[src/rtl/dcti_pkg.sv]
// ----------------------------------------------------------------------------
// dcti_pkg
// Types, constants and helpers shared by the diode clipper table interpolator.
// ----------------------------------------------------------------------------
package dcti_pkg;

  localparam int unsigned TABLE_SIZE = 2048;

  // Item operation codes
  localparam logic OP_SAMPLE     = 1'b0;
  localparam logic OP_TABLE_LOAD = 1'b1;

  // Configuration register indexes
  typedef enum logic [2:0] {
    CFG_INPUT_GAIN  = 3'd0,
    CFG_HP_B0       = 3'd1,
    CFG_HP_A1       = 3'd2,
    CFG_COEF_PREV1  = 3'd3,
    CFG_COEF_PREV2  = 3'd4,
    CFG_COEF_FILT   = 3'd5,
    CFG_GRID_LOW    = 3'd6,
    CFG_GRID_STEP_INV = 3'd7
  } cfg_reg_e;

  localparam logic [30:0]        RST_INPUT_GAIN    = 31'd16777216;
  localparam logic [30:0]        RST_HP_B0         = 31'd16777216;
  localparam logic signed [31:0] RST_GRID_LOW      = -32'sd512487016;
  localparam logic [30:0]        RST_GRID_STEP_INV = 31'd137264180;

  // Datapath widths
  localparam int unsigned MUL_W  = 33;  // signed multiplier operand
  localparam int unsigned PROD_W = 66;  // full product
  localparam int unsigned SH_W   = 42;  // product >>> 24
  localparam int unsigned BU_W   = 40;  // b0 term
  localparam int unsigned POS_W  = 44;  // grid position, Q.24
  localparam int unsigned T_W    = 31;  // saturated fraction
  localparam int unsigned D_W    = 33;  // table difference

  // Shared multiplier operand select
  typedef enum logic [2:0] {
    MUL_GAIN,
    MUL_B0,
    MUL_A1,
    MUL_C1,
    MUL_C2,
    MUL_CF,
    MUL_POS,
    MUL_T
  } mul_sel_e;

  // Table read address select
  typedef enum logic [1:0] {
    RD_FIRST,
    RD_LAST,
    RD_IP,
    RD_IP_NEXT
  } rd_sel_e;

  typedef enum logic [4:0] {
    ST_IDLE,
    ST_MUL_G,
    ST_SAT_UL,
    ST_MUL_B0,
    ST_HP_Y,
    ST_MUL_A1,
    ST_HP_MEM,
    ST_END_RD,
    ST_END_RES,
    ST_MUL_C1,
    ST_MUL_C2,
    ST_MUL_CF,
    ST_ACC3,
    ST_SAT_C,
    ST_MUL_POS,
    ST_POS,
    ST_IDX,
    ST_FRAC,
    ST_RD2,
    ST_DIFF,
    ST_MUL_T,
    ST_RES,
    ST_OUT
  } ctrl_state_e;

  typedef struct packed {
    logic     in_latch;
    logic     tbl_wr;
    logic     mul_en;
    mul_sel_e mul_sel;
    logic     ld_ul;
    logic     ld_y;
    logic     ld_hpm;
    logic     acc_ld;
    logic     acc_add;
    logic     ld_diff;
    logic     ld_pos;
    logic     ld_ip;
    logic     ld_t;
    logic     rd_en;
    rd_sel_e  rd_sel;
    logic     ld_a;
    logic     ld_d;
    logic     ld_res_end;
    logic     ld_res_interp;
    logic     out_load;
  } dcti_cmd_t;

  typedef struct packed {
    logic below;
    logic above;
  } dcti_sts_t;

  function automatic logic signed [31:0] sat32(input logic signed [47:0] v);
    logic signed [31:0] r;
    if (v > 48'sd2147483647) begin
      r = 32'sh7FFF_FFFF;
    end else if (v < -48'sd2147483648) begin
      r = 32'sh8000_0000;
    end else begin
      r = v[31:0];
    end
    return r;
  endfunction

endpackage

[src/rtl/dcti_ctrl.sv]
// ----------------------------------------------------------------------------
// dcti_ctrl
// Sequencer: steps the shared multiplier and table reads through one item.
// ----------------------------------------------------------------------------
module dcti_ctrl (
  input  logic                clk_i,
  input  logic                rst_ni,
  input  logic                in_valid_i,
  input  logic                in_operation_i,
  output logic                in_ready_o,
  output logic                out_valid_o,
  input  logic                out_ready_i,
  input  dcti_pkg::dcti_sts_t sts_i,
  output dcti_pkg::dcti_cmd_t cmd_o
);

  dcti_pkg::ctrl_state_e state_q, state_d;
  logic out_valid_q, out_valid_d;
  logic accept;

  assign in_ready_o  = (state_q == dcti_pkg::ST_IDLE);
  assign accept      = in_valid_i && in_ready_o;
  assign out_valid_o = out_valid_q;

  always_ff @(posedge clk_i or negedge rst_ni) begin
    if (!rst_ni) begin
      state_q     <= dcti_pkg::ST_IDLE;
      out_valid_q <= 1'b0;
    end else begin
      state_q     <= state_d;
      out_valid_q <= out_valid_d;
    end
  end

  always_comb begin
    state_d = state_q;
    cmd_o   = '0;
    cmd_o.mul_sel = dcti_pkg::MUL_GAIN;
    cmd_o.rd_sel  = dcti_pkg::RD_FIRST;

    unique case (state_q)
      dcti_pkg::ST_IDLE: begin
        cmd_o.in_latch = accept && (in_operation_i == dcti_pkg::OP_SAMPLE);
        cmd_o.tbl_wr   = accept && (in_operation_i == dcti_pkg::OP_TABLE_LOAD);
        if (accept && (in_operation_i == dcti_pkg::OP_SAMPLE)) begin
          state_d = dcti_pkg::ST_MUL_G;
        end
      end
      dcti_pkg::ST_MUL_G: begin
        cmd_o.mul_en  = 1'b1;
        cmd_o.mul_sel = dcti_pkg::MUL_GAIN;
        state_d       = dcti_pkg::ST_SAT_UL;
      end
      dcti_pkg::ST_SAT_UL: begin
        cmd_o.ld_ul = 1'b1;
        state_d     = dcti_pkg::ST_MUL_B0;
      end
      dcti_pkg::ST_MUL_B0: begin
        cmd_o.mul_en  = 1'b1;
        cmd_o.mul_sel = dcti_pkg::MUL_B0;
        state_d       = dcti_pkg::ST_HP_Y;
      end
      dcti_pkg::ST_HP_Y: begin
        cmd_o.ld_y = 1'b1;
        state_d    = dcti_pkg::ST_MUL_A1;
      end
      dcti_pkg::ST_MUL_A1: begin
        cmd_o.mul_en  = 1'b1;
        cmd_o.mul_sel = dcti_pkg::MUL_A1;
        state_d       = dcti_pkg::ST_HP_MEM;
      end
      dcti_pkg::ST_HP_MEM: begin
        cmd_o.ld_hpm = 1'b1;
        // lower test first: it wins for a positive grid_low
        if (sts_i.below || sts_i.above) begin
          state_d = dcti_pkg::ST_END_RD;
        end else begin
          state_d = dcti_pkg::ST_MUL_C1;
        end
      end
      dcti_pkg::ST_END_RD: begin
        cmd_o.rd_en  = 1'b1;
        cmd_o.rd_sel = sts_i.below ? dcti_pkg::RD_FIRST : dcti_pkg::RD_LAST;
        state_d      = dcti_pkg::ST_END_RES;
      end
      dcti_pkg::ST_END_RES: begin
        cmd_o.ld_res_end = 1'b1;
        state_d          = dcti_pkg::ST_OUT;
      end
      dcti_pkg::ST_MUL_C1: begin
        cmd_o.mul_en  = 1'b1;
        cmd_o.mul_sel = dcti_pkg::MUL_C1;
        state_d       = dcti_pkg::ST_MUL_C2;
      end
      dcti_pkg::ST_MUL_C2: begin
        cmd_o.mul_en  = 1'b1;
        cmd_o.mul_sel = dcti_pkg::MUL_C2;
        cmd_o.acc_ld  = 1'b1;
        state_d       = dcti_pkg::ST_MUL_CF;
      end
      dcti_pkg::ST_MUL_CF: begin
        cmd_o.mul_en  = 1'b1;
        cmd_o.mul_sel = dcti_pkg::MUL_CF;
        cmd_o.acc_add = 1'b1;
        state_d       = dcti_pkg::ST_ACC3;
      end
      dcti_pkg::ST_ACC3: begin
        cmd_o.acc_add = 1'b1;
        state_d       = dcti_pkg::ST_SAT_C;
      end
      dcti_pkg::ST_SAT_C: begin
        cmd_o.ld_diff = 1'b1;
        state_d       = dcti_pkg::ST_MUL_POS;
      end
      dcti_pkg::ST_MUL_POS: begin
        cmd_o.mul_en  = 1'b1;
        cmd_o.mul_sel = dcti_pkg::MUL_POS;
        state_d       = dcti_pkg::ST_POS;
      end
      dcti_pkg::ST_POS: begin
        cmd_o.ld_pos = 1'b1;
        state_d      = dcti_pkg::ST_IDX;
      end
      dcti_pkg::ST_IDX: begin
        cmd_o.ld_ip = 1'b1;
        state_d     = dcti_pkg::ST_FRAC;
      end
      dcti_pkg::ST_FRAC: begin
        cmd_o.ld_t   = 1'b1;
        cmd_o.rd_en  = 1'b1;
        cmd_o.rd_sel = dcti_pkg::RD_IP;
        state_d      = dcti_pkg::ST_RD2;
      end
      dcti_pkg::ST_RD2: begin
        cmd_o.rd_en  = 1'b1;
        cmd_o.rd_sel = dcti_pkg::RD_IP_NEXT;
        cmd_o.ld_a   = 1'b1;
        state_d      = dcti_pkg::ST_DIFF;
      end
      dcti_pkg::ST_DIFF: begin
        cmd_o.ld_d = 1'b1;
        state_d    = dcti_pkg::ST_MUL_T;
      end
      dcti_pkg::ST_MUL_T: begin
        cmd_o.mul_en  = 1'b1;
        cmd_o.mul_sel = dcti_pkg::MUL_T;
        state_d       = dcti_pkg::ST_RES;
      end
      dcti_pkg::ST_RES: begin
        cmd_o.ld_res_interp = 1'b1;
        state_d             = dcti_pkg::ST_OUT;
      end
      dcti_pkg::ST_OUT: begin
        // wait for the output register to free up
        if (!out_valid_q || out_ready_i) begin
          cmd_o.out_load = 1'b1;
          state_d        = dcti_pkg::ST_IDLE;
        end
      end
      default: begin
        state_d = dcti_pkg::ST_IDLE;
      end
    endcase
  end

  always_comb begin
    if (cmd_o.out_load) begin
      out_valid_d = 1'b1;
    end else if (out_valid_q && out_ready_i) begin
      out_valid_d = 1'b0;
    end else begin
      out_valid_d = out_valid_q;
    end
  end

endmodule

[config.mk]
export PLATFORM = sky130hd
export DESIGN_NAME = dcti_ctrl
export DESIGN_NICKNAME = d
export VERILOG_FILES = /design/src/rtl/dcti_pkg.sv /design/src/rtl/dcti_ctrl.sv
export SDC_FILE = /design/constraint.sdc
export NUM_CORES = 1
export LEC_CHECK = 0
export BUFFER_PORTS_ARGS = -buffer_cell sky130_fd_sc_hd__buf_2
export CORE_AREA = 5 5 47 49
export DETAILED_ROUTE_END_ITERATION = 10
export DIE_AREA = 0 0 52 54
export PLACE_DENSITY = 0.74
export SLEW_MARGIN = 40
export SYNTH_ARGS = -nofsm -noshare
export SYNTH_HDL_FRONTEND = slang
export SYNTH_SLANG_ARGS = --single-unit
export TNS_END_PERCENT = 1
[constraint.sdc]
create_clock -name clk_i -period 1.85 [get_ports clk_i]
set_clock_uncertainty 0.15 [all_clocks]
set_input_delay 0.185 -clock clk_i [delete_from_list [all_inputs] [get_ports clk_i]]
set_output_delay 0.185 -clock clk_i [all_outputs]
set_load 0.03 [all_outputs]
==> impl_metrics.yaml <==
status:
  status: "finished with violations"
  violations: "negative setup slack"
clocking:
  cts_max_path_buffers: 2
  clk_pin_slew_ns: 0.04
  cts_tree: "built"
  cts_buffers: 3
  cts.sinks: 6
  clock_latency_ns: 0.23
  root_buffer: "clkbuf_4"
  htreeDepth: 1
place:
  gp_congestion: 0.8850
  dp_hpwl_microns: 1777
  placed_cell_area_sq_um: 975.9
  portBuffers: 31
layout:
  fin_util_pct: 68.06
  drive_gt1_share_pct: 58.17
  n_antenna_cell: 0
  syn_to_final_growth_pct: 64.07
  fin_area_sq_mm: 0.001240
  fillers: 145
  nNetsFinal: 162
synth:
  mappedNetlistArea_sq_um: 755.7
  ys_types: 41
  yosysWarnings: 0
  avgSynthCellArea_sq_um: 7.409
  yosysSeqAreaShare_pct: 19.87
  synth_edf_count: 0
  synth.most_common_cell: "a21oi_1"
  synthCells: 102
  async_reset_ff_share_pct: 100.0
  yosys-top-cells-count: "10 x a21oi_1, 9 x nor2_1, 8 x nor3_1, 7 x inv_1, 6 x dfrtp_1"
  syn_nets: 109
  synth.area.top_cells: "dfrtp_1 20%, a21oi_1 6.6%, nor3_1 5.3%, nor2_1 4.5%, buf_6 4.5%"
  ys.flop_type: "dfrtp_1"
  yosys.area.top_type_share_pct: 19.87
  yosysTopAreaCell: "dfrtp_1"
  ys_seq_elements: 6
grt:
  grt_usage_pct: 20.33
  antenna_found_initial: 0
  grt_start_max_net_pins: 19
  grt_pass1_wl_microns: 4284
  first_global_vias: 1009
  grt-ovfl-total: 0
sta:
  finalHoldViolCount: 0
  setup_viol: 6
  finalCriticalPeriod_ns: 1.906
  worst_pin_slew_ns: 0.2690
  holdWs_ns: 0.03420
  setup_slack_ns: -0.05586
  rsz0062_at_grt: "yes"
  finalCritPeriodShare_pct: 103.0
  max_clock_freq_mhz: 524.7
  maxSlewHeadroom_pct: 81.88
  drv_slew: 0
power:
  internal_power_uw: 1199
  switching_share_pct: 51.71
  p_total_uw: 2483
  p_leak_uw: 0.0005823
  p_sw_uw: 1284
  clock_power_share_pct: 4.5
  power_density_mw_per_mm2: 2002
  combinationalPowerShare_pct: 81.7
  seqPwrFrac_pct: 13.8
  ir_drop_v: 0.001046
worst_setup_path:
  cp.required_ns: 1.51
  crit_path_start_kind: "flop"
  end_kind: "primary output"
  critPathMaxFanout: 7
  path_class: "flop to primary output"
  arrival_ns: 1.57
route:
  ant_nets: 0
  vias: 1014
  vias_per_cell: 5.633
  wl_per_cell_microns: 14.98
  dr.pass1.iters: 4
  drc: 0
  drt_wl_total_microns: 2697
  drt_iter0_drc: 26
floorplanning:
  die_w_microns: 52
  dieHeight_microns: 54
  ios: 32
  rows: 16
  core_region_area_sq_mm: 0.001822
  dieArea_sq_mm: 0.002808
  start_util_pct: 41.48
worst_hold_path:
  hold_class: "input pin to flop"
job:
  drv_cap: 0
## power by group through the flow
stage          Combinational [uW]  Clock (uW)  Sequential, uW
2_1_floorplan                1210           0             240
3_3_place_gp                 1470           0             362
3_5_place_dp                 1500           0             366
4_1_cts                      1830         116             338
5_1_grt                      2170         125             352
6_report                     2030         111             342
## kinds of logic after synthesis
| group | synth area share (%) |
|---|---|
| AND/OR/NAND/NOR | 38.25 |
| AO/OA/AOI/OAI | 24.83 |
| buffers and inverters | 12.91 |
| flip-flops | 19.87 |
| multiplexers | 2.980 |
| XOR/XNOR | 1.159 |
## per-stage QoR
step	TNS [ns]	std cells	setup WS, ns
floorplan	-0.02154	102	-0.01530
global placement	0	164	0.08298
detailed placement	0	164	0.01367
CTS	-0.1672	177	-0.03893
global route	-1.106	180	-0.1267
finish	-0.2244	180	-0.05586
## registers in the layout, indices dropped and copies added, names as in the netlist
signal	count
out_valid_o	1
state_q	5
## placed cells by master (no fill, tap or decap), drive strengths merged
cell / instances
nor2b: 2
o221ai: 1
or2b: 1
a22oi: 1
dlygate4sd3: 1
nand2b: 4
and4bb: 1
nand3: 1
nor4b: 1
dfrtp: 6
or2: 2
o22ai: 2
inv: 7
nor4: 1
nor4bb: 1
and3b: 3
clkbuf: 4
and3: 2
buf: 55
or3: 2
o31ai: 2
xor2: 1
o21ai: 6
mux2: 2
a31oi: 2
a21oi: 10
o32ai: 2
nor2: 9
nand2: 6
o211a: 1
o21bai: 1
nor3: 9
nor3b: 2
o211ai: 1
a211o: 1
## final timing paths
kind / start / end / slack, ns / depth (start not counted)
min in group asynchronous: rst_ni / out_valid_o / 0.17 / 2
hold / removal: out_ready_i / out_valid_o / 0.03 / 2
hold reg to reg: out_valid_o / out_valid_o / 0.44 / 2
setup / recovery: state_q[4] / cmd_o[18] / -0.06 / 4
max in group asynchronous: rst_ni / state_q[2] / 1.23 / 2
setup reg to reg: state_q[0] / state_q[4] / 0.20 / 5
## per-layer routing
metal	share of wire, %	vias up	GRT usage, %	wire, microns
met2	52	54	35.98	1393
met4	2.4	0	11.35	64
li1	-	477	-	-
met5	0	-	0	0
met1	37	475	22.63	1004
met3	8.7	8	4.155	235
## what timing repair did
action | in CTS | in global routing
hold buffers | 1 | 0
hold endpoints to repair | 6 | 0
gates resized for setup | 23 | 28
pin swaps | 2 | 4
buffers inserted | 9 | 3
cloned | 0 | 0
setup endpoints to repair | 21 | 19
## critical path, stage by stage, from the launching register on
cell and delay (ns):
dfrtp_2 0.47, buf_4 0.18, or3_1 0.37, o211ai_1 0.12, buf_4 0.20
## layout make-up
type | count | area, sq um | share of cell area, %
multi-input combinational | 80 | 573.1 | 46.22
timing repair buffer | 57 | 427.9 | 34.51
sequential | 6 | 156.4 | 12.61
inverter | 7 | 26.28 | 2.119
tap | 27 | 33.78 | 2.725
clock buffer | 3 | 22.52 | 1.816
Power figures use the tool's default switching activity.
